==> src/rtl/assert_macros.svh <==
// Assertion helpers for the RTL.
`ifndef ASSERT_MACROS_SVH
`define ASSERT_MACROS_SVH

`ifndef SYNTHESIS

// expr must hold at every clock edge out of reset
`define ASSERT_ALWAYS(lbl, clk, rst_n, expr, msg) \
	lbl: assert property (@(posedge clk) disable iff (!rst_n) (expr)) else $error(msg);

// cons must hold in the cycle after ante
`define ASSERT_NEXT(lbl, clk, rst_n, ante, cons, msg) \
	lbl: assert property (@(posedge clk) disable iff (!rst_n) (ante) |=> (cons)) \
		else $error(msg);

`else

`define ASSERT_ALWAYS(lbl, clk, rst_n, expr, msg)
`define ASSERT_NEXT(lbl, clk, rst_n, ante, cons, msg)

`endif

`endif

==> src/rtl/smk_pkg.sv <==
package smk_pkg;

	localparam int K_MAX   = 16;
	localparam int CNT_W   = $clog2(K_MAX + 1);
	localparam int DATA_W  = 32;
	localparam int K_W     = 5;
	localparam int CMP_W   = (K_W > CNT_W) ? K_W : CNT_W;
	localparam int ADDR_W  = 3;
	localparam int PDATA_W = 32;

	localparam logic [ADDR_W-1:0] REG_SELECT_COUNT = ADDR_W'(0);
	localparam logic [K_W-1:0]    SELECT_COUNT_RST = K_W'(4);

	typedef enum logic {
		ST_COLLECT,
		ST_EMIT
	} state_t;

	// per-cycle command broadcast along the cell row
	typedef struct packed {
		logic insert;
		logic shift;
		logic clear;
	} cell_ctl_t;

endpackage

==> src/rtl/smk_in_if.sv <==
interface smk_in_if;
	logic                               valid;
	logic                               ready;
	logic signed [smk_pkg::DATA_W-1:0]  sample_value;
	logic                               set_end;

	modport source (output valid, output sample_value, output set_end, input ready);
	modport sink (input valid, input sample_value, input set_end, output ready);
endinterface

==> src/rtl/smk_out_if.sv <==
interface smk_out_if;
	logic                               valid;
	logic                               ready;
	logic signed [smk_pkg::DATA_W-1:0]  result_value;
	logic                               result_last;
	logic                               no_answer;

	modport source (output valid, output result_value, output result_last,
		output no_answer, input ready);
	modport sink (input valid, input result_value, input result_last,
		input no_answer, output ready);
endinterface

==> src/rtl/smk_cell.sv <==
module smk_cell (
	input  logic                              clk,
	input  logic                              arst_n,
	input  smk_pkg::cell_ctl_t                ctl,
	input  logic signed [smk_pkg::DATA_W-1:0] sample,
	input  logic signed [smk_pkg::DATA_W-1:0] prev_val,
	input  logic                              prev_valid,
	input  logic                              prev_take,
	input  logic signed [smk_pkg::DATA_W-1:0] next_val,
	input  logic                              next_valid,
	output logic signed [smk_pkg::DATA_W-1:0] val,
	output logic                              valid,
	output logic                              take
);

	logic signed [smk_pkg::DATA_W-1:0] val_q;
	logic                              valid_q;

	// strict compare: a new value lands after any equal ones
	assign take  = !valid_q || (sample < val_q);
	assign val   = val_q;
	assign valid = valid_q;

	always_ff @(posedge clk or negedge arst_n) begin
		if (!arst_n) begin
			valid_q <= 1'b0;
		end else if (ctl.clear) begin
			valid_q <= 1'b0;
		end else if (ctl.shift) begin
			valid_q <= next_valid;
		end else if (ctl.insert) begin
			valid_q <= valid_q | prev_valid;
		end
	end

	always_ff @(posedge clk) begin
		if (ctl.shift) begin
			val_q <= next_val;
		end else if (ctl.insert && take) begin
			// take the neighbour's value if it moved up, else the new sample
			val_q <= prev_take ? prev_val : sample;
		end
	end

endmodule

==> src/rtl/smk_cfg.sv <==
module smk_cfg (
	input  logic                               clk,
	input  logic                               arst_n,
	input  logic                               psel,
	input  logic                               penable,
	input  logic                               pwrite,
	input  logic [smk_pkg::ADDR_W-1:0]         paddr,
	input  logic [smk_pkg::PDATA_W-1:0]        pwdata,
	output logic [smk_pkg::PDATA_W-1:0]        prdata,
	output logic                               pready,
	output logic [smk_pkg::K_W-1:0]            select_count
);

	logic [smk_pkg::K_W-1:0] select_count_q;
	logic                    hit;

	assign hit          = (paddr == smk_pkg::REG_SELECT_COUNT);
	assign pready       = 1'b1;
	assign select_count = select_count_q;
	assign prdata       = hit ? smk_pkg::PDATA_W'(select_count_q) : '0;

	always_ff @(posedge clk or negedge arst_n) begin
		if (!arst_n) begin
			select_count_q <= smk_pkg::SELECT_COUNT_RST;
		end else if (psel && penable && pwrite && hit) begin
			select_count_q <= pwdata[smk_pkg::K_W-1:0];
		end
	end

endmodule

==> src/rtl/smk_ctrl.sv <==
`include "assert_macros.svh"

module smk_ctrl (
	input  logic                              clk,
	input  logic                              arst_n,
	input  logic [smk_pkg::K_W-1:0]           select_count,
	input  logic                              in_valid,
	input  logic                              in_set_end,
	output logic                              in_ready,
	input  logic signed [smk_pkg::DATA_W-1:0] head_val,
	output smk_pkg::cell_ctl_t                ctl,
	output logic                              out_valid,
	input  logic                              out_ready,
	output logic signed [smk_pkg::DATA_W-1:0] out_value,
	output logic                              out_last,
	output logic                              out_no_answer
);

	smk_pkg::state_t                  state_q, state_nxt;
	logic [smk_pkg::CNT_W-1:0]        fill_q, fill_nxt, remain_q;
	logic                             na_q, na_nxt;
	logic                             in_fire, emit, ending;
	logic [smk_pkg::CMP_W-1:0]        k_cmp;

	logic                             out_valid_q, out_last_q, out_na_q;
	logic signed [smk_pkg::DATA_W-1:0] out_value_q;

	assign in_fire  = in_valid && in_ready;
	assign emit     = (state_q == smk_pkg::ST_EMIT) && (!out_valid_q || out_ready);
	assign ending   = in_fire && in_set_end;
	assign k_cmp    = smk_pkg::CMP_W'(select_count);
	assign fill_nxt = (fill_q == smk_pkg::CNT_W'(smk_pkg::K_MAX)) ?
		fill_q : fill_q + smk_pkg::CNT_W'(1);
	assign na_nxt   = (select_count == '0) ||
		(k_cmp > smk_pkg::CMP_W'(smk_pkg::K_MAX)) ||
		(k_cmp > smk_pkg::CMP_W'(fill_nxt));

	always_comb begin
		state_nxt = state_q;
		case (state_q)
			smk_pkg::ST_COLLECT: begin
				if (ending) begin
					state_nxt = smk_pkg::ST_EMIT;
				end
			end
			smk_pkg::ST_EMIT: begin
				if (emit && remain_q == smk_pkg::CNT_W'(1)) begin
					state_nxt = smk_pkg::ST_COLLECT;
				end
			end
			default: state_nxt = smk_pkg::ST_COLLECT;
		endcase
	end

	always_comb begin
		in_ready   = 1'b0;
		ctl.insert = 1'b0;
		ctl.shift  = 1'b0;
		ctl.clear  = 1'b0;
		case (state_q)
			smk_pkg::ST_COLLECT: begin
				in_ready   = 1'b1;
				ctl.insert = in_valid;
			end
			smk_pkg::ST_EMIT: begin
				// drop the whole row after the final beat
				ctl.clear = emit && (remain_q == smk_pkg::CNT_W'(1));
				ctl.shift = emit && !na_q && (remain_q != smk_pkg::CNT_W'(1));
			end
			default: begin
				in_ready = 1'b0;
			end
		endcase
	end

	always_ff @(posedge clk or negedge arst_n) begin
		if (!arst_n) begin
			state_q     <= smk_pkg::ST_COLLECT;
			fill_q      <= '0;
			remain_q    <= '0;
			na_q        <= 1'b0;
			out_valid_q <= 1'b0;
		end else begin
			state_q <= state_nxt;
			if (ctl.clear) begin
				fill_q <= '0;
			end else if (in_fire) begin
				fill_q <= fill_nxt;
			end
			if (ending) begin
				na_q     <= na_nxt;
				remain_q <= na_nxt ? smk_pkg::CNT_W'(1) : smk_pkg::CNT_W'(select_count);
			end else if (emit) begin
				remain_q <= remain_q - smk_pkg::CNT_W'(1);
			end
			if (emit) begin
				out_valid_q <= 1'b1;
			end else if (out_ready) begin
				out_valid_q <= 1'b0;
			end
		end
	end

	always_ff @(posedge clk) begin
		if (emit) begin
			out_value_q <= na_q ? '0 : head_val;
			out_last_q  <= na_q || (remain_q == smk_pkg::CNT_W'(1));
			out_na_q    <= na_q;
		end
	end

	assign out_valid     = out_valid_q;
	assign out_value     = out_value_q;
	assign out_last      = out_last_q;
	assign out_no_answer = out_na_q;

	`ASSERT_ALWAYS(a_remain_live, clk, arst_n, (state_q != smk_pkg::ST_EMIT) || (remain_q != '0), "emit phase with nothing left to send")
	`ASSERT_ALWAYS(a_fill_bound, clk, arst_n, fill_q <= smk_pkg::CNT_W'(smk_pkg::K_MAX), "fill count above row length")
	`ASSERT_ALWAYS(a_na_last, clk, arst_n, !(out_valid_q && out_na_q) || out_last_q, "no-answer beat not marked last")
	`ASSERT_NEXT(a_clear_done, clk, arst_n, ctl.clear, (state_q == smk_pkg::ST_COLLECT) && (fill_q == '0), "row clear did not return to collection")

endmodule

==> src/rtl/smallest_k_selector_unit.sv <==
// A value enters the cell row at the edge it is accepted; the set-end beat moves state_q
// to the emit state, from which the first result beat is registered into the output.
// Throughput: one input beat per cycle within a set; after set end the row unloads one
// result per cycle through the head cell while the output is not stalled (k beats, or
// one no-answer beat), input held.
// Reset (arst_n low, asynchronous): row empty, counts zero, select_count back to 4.
module smallest_k_selector_unit (
	input  logic                         clk,
	input  logic                         arst_n,
	smk_in_if.sink                       samples,
	smk_out_if.source                    results,
	input  logic                         psel,
	input  logic                         penable,
	input  logic                         pwrite,
	input  logic [smk_pkg::ADDR_W-1:0]   paddr,
	input  logic [smk_pkg::PDATA_W-1:0]  pwdata,
	output logic [smk_pkg::PDATA_W-1:0]  prdata,
	output logic                         pready
);

	logic [smk_pkg::K_W-1:0]           select_count;
	smk_pkg::cell_ctl_t                ctl;
	logic signed [smk_pkg::DATA_W-1:0] cell_val [smk_pkg::K_MAX];
	logic                              cell_valid [smk_pkg::K_MAX];
	logic                              cell_take [smk_pkg::K_MAX];

	smk_cfg u_cfg (
		.clk          (clk),
		.arst_n       (arst_n),
		.psel         (psel),
		.penable      (penable),
		.pwrite       (pwrite),
		.paddr        (paddr),
		.pwdata       (pwdata),
		.prdata       (prdata),
		.pready       (pready),
		.select_count (select_count)
	);

	smk_ctrl u_ctrl (
		.clk           (clk),
		.arst_n        (arst_n),
		.select_count  (select_count),
		.in_valid      (samples.valid),
		.in_set_end    (samples.set_end),
		.in_ready      (samples.ready),
		.head_val      (cell_val[0]),
		.ctl           (ctl),
		.out_valid     (results.valid),
		.out_ready     (results.ready),
		.out_value     (results.result_value),
		.out_last      (results.result_last),
		.out_no_answer (results.no_answer)
	);

	for (genvar i = 0; i < smk_pkg::K_MAX; i++) begin : g_cell
		logic signed [smk_pkg::DATA_W-1:0] p_val, n_val;
		logic                              p_valid, p_take, n_valid;

		if (i == 0) begin : g_head
			assign p_val   = '0;
			assign p_valid = 1'b1;
			assign p_take  = 1'b0;
		end else begin : g_body
			assign p_val   = cell_val[i-1];
			assign p_valid = cell_valid[i-1];
			assign p_take  = cell_take[i-1];
		end

		if (i == smk_pkg::K_MAX - 1) begin : g_tail
			assign n_val   = '0;
			assign n_valid = 1'b0;
		end else begin : g_inner
			assign n_val   = cell_val[i+1];
			assign n_valid = cell_valid[i+1];
		end

		smk_cell u_cell (
			.clk        (clk),
			.arst_n     (arst_n),
			.ctl        (ctl),
			.sample     (samples.sample_value),
			.prev_val   (p_val),
			.prev_valid (p_valid),
			.prev_take  (p_take),
			.next_val   (n_val),
			.next_valid (n_valid),
			.val        (cell_val[i]),
			.valid      (cell_valid[i]),
			.take       (cell_take[i])
		);
	end

endmodule
==> src/flat_wrapper.sv <==
// flat-port wrapper written by rule: the top's interface ports become plain ports
module smallest_k_selector_unit_flat 
  (clk, arst_n, psel, penable, pwrite, paddr, pwdata, prdata, pready, samples_valid, samples_sample_value, samples_set_end, samples_ready, results_valid, results_result_value, results_result_last, results_no_answer, results_ready);
  smk_in_if samples_i ();
  smk_out_if results_i ();
  input  logic clk;
  input  logic arst_n;
  input  logic psel;
  input  logic penable;
  input  logic pwrite;
  input  logic [smk_pkg::ADDR_W-1:0] paddr;
  input  logic [smk_pkg::PDATA_W-1:0] pwdata;
  output logic [smk_pkg::PDATA_W-1:0] prdata;
  output logic pready;
  input wire logic [$bits(samples_i.valid)-1:0] samples_valid;
  input wire logic [$bits(samples_i.sample_value)-1:0] samples_sample_value;
  input wire logic [$bits(samples_i.set_end)-1:0] samples_set_end;
  output wire logic [$bits(samples_i.ready)-1:0] samples_ready;
  output wire logic [$bits(results_i.valid)-1:0] results_valid;
  output wire logic [$bits(results_i.result_value)-1:0] results_result_value;
  output wire logic [$bits(results_i.result_last)-1:0] results_result_last;
  output wire logic [$bits(results_i.no_answer)-1:0] results_no_answer;
  input wire logic [$bits(results_i.ready)-1:0] results_ready;
  assign samples_i.valid = samples_valid;
  assign samples_i.sample_value = samples_sample_value;
  assign samples_i.set_end = samples_set_end;
  assign samples_ready = samples_i.ready;
  assign results_valid = results_i.valid;
  assign results_result_value = results_i.result_value;
  assign results_result_last = results_i.result_last;
  assign results_no_answer = results_i.no_answer;
  assign results_i.ready = results_ready;
  smallest_k_selector_unit u_core (.clk(clk), .arst_n(arst_n), .samples(samples_i), .results(results_i), .psel(psel), .penable(penable), .pwrite(pwrite), .paddr(paddr), .pwdata(pwdata), .prdata(prdata), .pready(pready));
endmodule
==> config.mk <==
export PLATFORM = sky130hd
export DESIGN_NAME = smallest_k_selector_unit_flat
export DESIGN_NICKNAME = d
export VERILOG_FILES = /design/src/rtl/smk_pkg.sv /design/src/rtl/smk_in_if.sv /design/src/rtl/smk_out_if.sv /design/src/rtl/smk_cell.sv /design/src/rtl/smk_cfg.sv /design/src/rtl/smk_ctrl.sv /design/src/rtl/smallest_k_selector_unit.sv /design/src/flat_wrapper.sv
export VERILOG_INCLUDE_DIRS = /design/src /design/src/rtl
export SDC_FILE = /design/constraint.sdc
export NUM_CORES = 2
export LEC_CHECK = 0
export BUFFER_PORTS_ARGS = -buffer_cell sky130_fd_sc_hd__buf_2
export CORE_UTILIZATION = 65
export DETAILED_ROUTE_END_ITERATION = 10
export PLACE_DENSITY = 0.83
export SLEW_MARGIN = 20
export SYNTH_ARGS = -nofsm -noshare
export SYNTH_HDL_FRONTEND = slang
export SYNTH_SLANG_ARGS = --single-unit
==> constraint.sdc <==
create_clock -name clk -period 13.67 [get_ports clk]
set_input_delay 3.4175 -clock clk [delete_from_list [all_inputs] [get_ports clk]]
set_output_delay 3.4175 -clock clk [all_outputs]
set_load 0.02 [all_outputs]
# --- Word-level counts from Yosys, hierarchy flattened ---
# Cells that the tools add are included.
classes:
  addsub: 2
  n_bitwise: 16
  order_cmp: 18
  reduce_logical: 84
  eq_ne: 3
  n_mux: 108
ops:
  columns: ["op", "count"]
  rows:
  - ["32-bit 2-to-1 mux", 45]
  - ["32-bit < comparator", 16]
  - ["1-bit 2-to-1 mux", 54]
  - ["2-bit nonzero test", 18]
  - ["5-bit 2-to-1 mux", 7]
  - ["1-bit logical AND", 25]
  - ["1-bit logical OR", 20]
  - ["1-bit zero test", 18]
  - ["1-bit OR", 15]
  - ["5-bit by 1-bit adder with 5-bit output (second input constant)", 1]
  - ["5-bit by 1-bit == test with 1-bit output (second input constant)", 1]
  - ["5-bit == test (second input constant)", 1]
  - ["5-bit > comparator", 1]
  - ["5-bit > comparator (second input constant)", 1]
  - ["5-bit zero test", 1]
  - ["5-bit by 1-bit != test with 1-bit output (second input constant)", 1]
  - ["5-bit by 1-bit subtractor with 5-bit output (second input constant)", 1]
  - ["3-bit zero test", 1]
  - ["3-bit nonzero test", 1]
  - ["2-bit 2-to-1 mux", 1]
  - ["1-bit case mux with 2 select lines", 1]
  - ["1-bit inverter", 1]
totals:
  regBits: 580
  input_bits: 75
  output_inout_bits: 69
  wordCells: 272

# --- Longest topological paths before layout ---
logic_depth:
  ltp_word: 8
  mapped_depth: 14

# --- Hierarchy ---
# A second synthesis with hierarchy kept.
hier_totals:
  hier_cells: 4405
  hier_area_um2: 42650.9
by_module_without_submodules:
  columns: ["mod", "instances", "area_each_um2", "cells_per_inst"]
  rows:
  - ["smk_cell", 16, 2501.1, 262]
  - ["smk_ctrl", 1, 2138.3, 163]
  - ["smk_cfg", 1, 486.7, 48]
  - ["smallest_k_selector_unit", 1, 7.5, 2]

# --- Worst setup path before layout ---
# No wires, ideal clock.
synth_path:
  path_kind: "input-to-reg"
  from: "input samples_sample_value[11]"
  to: "register u_core.g_cell[12].u_cell.val_q (netlist bit u_core.g_cell[12].u_cell.val[0]), enable pin"
  setup_slack_ns: 5.758
  setup_time_ns: 0.466
  n_path_buf: 1
  arrival_ns: 7.446
  t_required_ns: 13.204
  stages: 10
  path_cell_list: "ha_1 -> a21oi_1 -> o21ai_0 -> a2111oi_0 -> o41ai_1 -> a21o_1 -> a21oi_2 -> nor2_1 -> clkbuf_1 -> o21ai_0"
synth_between:
  elab_chain_cells: 4
synth_rtl:
  columns: ["element", "line", "text"]
  rows:
  - ["from (decl)", "flat_wrapper.sv:16", "input wire logic [$bits(samples_i.sample_value)-1:0] samples_sample_value;"]
  - ["32-bit < comparator", "smk_cell.sv:20", "assign take = !valid_q || (sample < val_q);"]
  - ["1-bit logical OR", "smk_cell.sv:20", null]
  - ["1-bit logical AND", "smk_cell.sv:39", "end else if (ctl.insert && take) begin"]
  - ["2-bit nonzero test (no line)", null, null]
  - ["to (signal assigned)", "smk_cell.sv:38", "val_q <= next_val;"]
  - ["to (signal assigned)", "smk_cell.sv:41", "val_q <= prev_take ? prev_val : sample;"]
  - ["to (decl)", "smk_cell.sv:16", "logic signed [smk_pkg::DATA_W-1:0] val_q;"]
# No other way between the ends.
# A chain may end at the register's enable or synchronous reset.

# --- Worst setup path after layout ---
layout_path:
  from: "input paddr[2] in the netlist's numbering"
  to: "output prdata[3] in the netlist's numbering"
layout_between:
  elab_chain_cells: 2
layout_rtl:
  columns: ["element", "line", "text"]
  rows:
  - ["from (decl)", "flat_wrapper.sv:11", "input logic [smk_pkg::ADDR_W-1:0] paddr;"]
  - ["3-bit zero test", "smk_cfg.sv:17", "assign hit = (paddr == smk_pkg::REG_SELECT_COUNT);"]
  - ["5-bit 2-to-1 mux", "smk_cfg.sv:20", "assign prdata = hit ? smk_pkg::PDATA_W'(select_count_q) : '0;"]
  - ["to (decl)", "flat_wrapper.sv:13", "output logic [smk_pkg::PDATA_W-1:0] prdata;"]
# No other way between the ends.

==> results.py <==
metrics = {
    "timing": {
        "drv_slew": 0,
        "grt_setup_unrepaired": "false",
        "fin_worst_skew_ns": 0.0164,
        "timing.final.crit_share": 0.558,
        "relSlewSlack": 0.286,
        "setup_viol": 0,
        "period_minus_slack_ns": 7.62,
        "hold_violations": 0,
        "max_freq_mhz": 131,
        "finalSetupTns_ns": 0,
        "worst_pin_slew_ns": 1.07,
    },
    "detailed_routing": {
        "post_drt_wl_per_cell_um": 21.1,
        "vias": 32100,
        "drt_iter0_markers": 2830,
        "wl_um": 100000,
        "drc_errors": 0,
        "via_per_inst": 6.74,
        "first_pass_iters": 5,
        "final_antenna_net_count": 0,
    },
    "pwr": {
        "power.density_mw_per_mm2": 268,
        "p_seq_frac": 0.343,
        "swShare": 0.421,
        "power.switching_w": 0.00489,
        "combPwrFrac": 0.512,
        "ir_drop_uv": 200,
        "clock_power_share": 0.145,
        "p_int_w": 0.00673,
        "p_leak_nw": 18.5,
    },
    "clock_network": {
        "post_cts_buffers": 0,
        "post_cts_resize_count": 0,
        "ctsHoldBuffers": 0,
        "htreeDepth": 3,
        "cts.root.buffer_cell": "clkbuf_16",
        "clock_latency_ns": 0.61,
        "clk_pin_slew_ns": 0.05,
        "cts_tree": "built",
        "cts_made_buffers": 66,
        "clock_path_buffers": 3,
        "numClockSinks": 580,
    },
    "logic_synthesis": {
        "yosysUniqueCellTypes": 66,
        "synth-simple-area-share": 0.0870,
        "synth_commonest_cells": "inv_1 (519), edfxtp_1 (514), ha_1 (505)",
        "yosysMostFrequentCell": "inv_1",
        "synthArstFlopShare": 0.0586,
        "ys.flop_type": "edfxtp_1",
        "ys_seq_area_frac": 0.418,
        "synth_area_mm2": 0.0405,
        "yosys.area.top_type": "edfxtp_1",
        "yosys_warnings": 0,
        "synthXorXnorAreaFrac": 0.00130,
        "synthTopCellsByArea": "edfxtp_1 (38%), ha_1 (16%), o32a_1 (5.5%), o31a_1 (4.9%), inv_1 (4.8%)",
        "avgSynthCellArea_um2": 10.3,
        "yosysTopAreaCellShare": 0.381,
        "synth_edf_count": 514,
        "synth_fa_ha_area_frac": 0.156,
        "synth_mux_area_frac": 0.0106,
        "synthCells": 3934,
        "ys_ff_latch": 580,
        "synth_top_family_by_area": "compound AO/OA/AOI/OAI gates",
        "synth_compound_area_frac": 0.245,
    },
    "die": {
        "core.rowCount": 91,
        "start_util": 0.657,
        "dieHeight_um": 252,
        "dieArea_mm2": 0.0634,
        "core_area_mm2": 0.0617,
        "dieWidth_um": 252,
        "pin_count": 144,
    },
    "worst_hold_path": {
        "min_path_type": "flop to flop",
    },
    "final_layout": {
        "fillers": 4651,
        "finalNetCount": 4449,
        "syn_to_final_growth_pct": 7.07,
        "drive_above_1_share": 0.0745,
        "final_cells": 4758,
    },
    "grt": {
        "track_usage": 0.314,
        "met2_usage": 0.504,
        "grt_pass1_vias": 30600,
        "grt_start_max_net_pins": 213,
        "grt_pass1_wl_um": 162000,
        "antenna_found_initial": 2,
        "grt_remaining_overflow": 0,
        "grt_busiest_layer": "met2",
        "met3_usage": 0.0329,
        "grt.met1_usage": 0.439,
    },
    "placed_design": {
        "finalWeightedCongestion": 0.897,
        "dpl.cell_count": 4638,
        "portBuffers": 88,
        "dp_hpwl_um": 73100,
    },
    "setup_path": {
        "critPathCaptureType": "output pin",
        "arrival_ns": 4.21,
        "crit_type": "primary input to output pin",
        "start_kind": "primary input",
        "crit_required_ns": 10.25,
        "crit_fanout": 6,
    },
    "run_status": {
        "outcome": "finished, final reports clean",
    },
    "job": {
        "drv_cap": 0,
    },
}
through the flow:
step / worst slack (ns) / utilization / hold WS, ns / area (um2) / power, W
floorplan: 5.76 / - / 0.423 / 40600 / 0.00840
global placement: 6.04 / 0.670 / 0.518 / 41400 / 0.00955
detailed placement: 6.04 / 0.671 / 0.534 / 41400 / 0.00984
CTS: 6.04 / 0.703 / 0.545 / 43400 / 0.0116
global route: 5.91 / 0.703 / 0.558 / 43400 / 0.0124
finish: 6.05 / 0.703 / 0.544 / 43400 / 0.0116
worst max-delay path, cell delays in order:
cell and delay [ns]:
buf_2 0.09, nor3_1 0.36, and2_1 0.18, buf_2 0.16
final cells by class:
cell class                 instances  area, um2  share of cell area
antenna                            2       5.00            0.000115
clock buffer                      88       1780              0.0411
clock inverter                    30        216             0.00499
timing repair buffer             152        946              0.0218
inverter                         520       1950              0.0450
tap                              837       1050              0.0241
multi-input combinational       2549      20500               0.473
sequential                       580      16900               0.390
sequential cells by signal (all words and copies together), names as in the netlist:
register                     cells
u_core.u_ctrl.out_value         32
u_core.u_ctrl.out_valid          1
u_core.u_ctrl.out_no_answer      1
u_core.u_ctrl.na_q               1
u_core.g_cell.u_cell.val       512
u_core.u_ctrl.fill_q             5
u_core.g_cell.u_cell.valid      16
u_core.u_ctrl.out_last           1
u_core.u_cfg.select_count        5
u_core.u_ctrl.state_q            1
u_core.u_ctrl.remain_q           5
kinds of logic (layout without fill, tap and decap cells):
kind of cell	Yosys count	after routing
compound gates	1252	1252
xor+xnor	6	6
fa+ha+maj	505	505
buf+inv	831	790
flops	580	580
mux	40	40
other cells	2	30
simple gates	718	718
cells in the final DEF, fill, tap and decap left out, types with 32 or more instances in the layout:
cell / Yosys / routed
a211oi_1: 41 / 41
mux2i_1: 34 / 34
o31a_1: 225 / 225
o21ai_0: 128 / 118
a21o_1: 133 / 133
edfxtp_1: 514 / 514
nand2_1: 156 / 155
o221ai_1: 186 / 185
nor2_1: 121 / 113
dfrtp_1: 33 / 33
buf_4: 30 / 62
o32a_1: 224 / 224
a21oi_1: 166 / 166
a221o_1: 37 / 37
clkbuf_16: 0 / 66
and2_1: 39 / 39
nor3_1: 55 / 55
ha_1: 505 / 505
buf_2: 54 / 88
nand4_1: 66 / 66
nand3_1: 207 / 207
dfxtp_1: 32 / 32
inv_1: 519 / 519
routing by layer:
| metal | vias up | wire length [um] |
|---|---|---|
| met5 | - | 0 |
| met4 | 0 | 3200 |
| met3 | 182 | 6920 |
| met2 | 1267 | 46400 |
| met1 | 15500 | 43800 |
| li1 | 15100 | - |
path summary, 6_finish.rpt:
kind | startpoint | slack, ns | cells after the start | end
max | paddr[2] | 6.05 | 4 | prdata[3]
min | u_core.g_cell[15].u_cell.val[22]$_SDFFE_PP0P_ | 0.54 | 2 | u_core.g_cell[15].u_cell.val[22]$_SDFFE_PP0P_
max reg2reg | u_core.u_ctrl.remain_q[1]$_DFFE_PN0P_ | 9.21 | 9 | u_core.g_cell[11].u_cell.val[10]$_DFFE_PP_
min reg2reg | u_core.g_cell[15].u_cell.val[22]$_SDFFE_PP0P_ | 0.54 | 2 | u_core.g_cell[15].u_cell.val[22]$_SDFFE_PP0P_
max in group asynchronous | arst_n | 10.26 | 1 | u_core.g_cell[14].u_cell.valid$_DFFE_PN0P_
min in group asynchronous | arst_n | 2.89 | 1 | u_core.u_ctrl.remain_q[0]$_DFFE_PN0P_
power groups by stage:
stage | registers [W] | logic, W | clock network [W]
floorplan | 0.00386 | 0.00454 | 0
global placement | 0.00393 | 0.00562 | 0
detailed placement | 0.00398 | 0.00586 | 0
CTS | 0.00396 | 0.00591 | 0.00171
global route | 0.00407 | 0.00661 | 0.00177
finish | 0.00398 | 0.00594 | 0.00169
No activity file was read; power rests on OpenSTA's default activity.
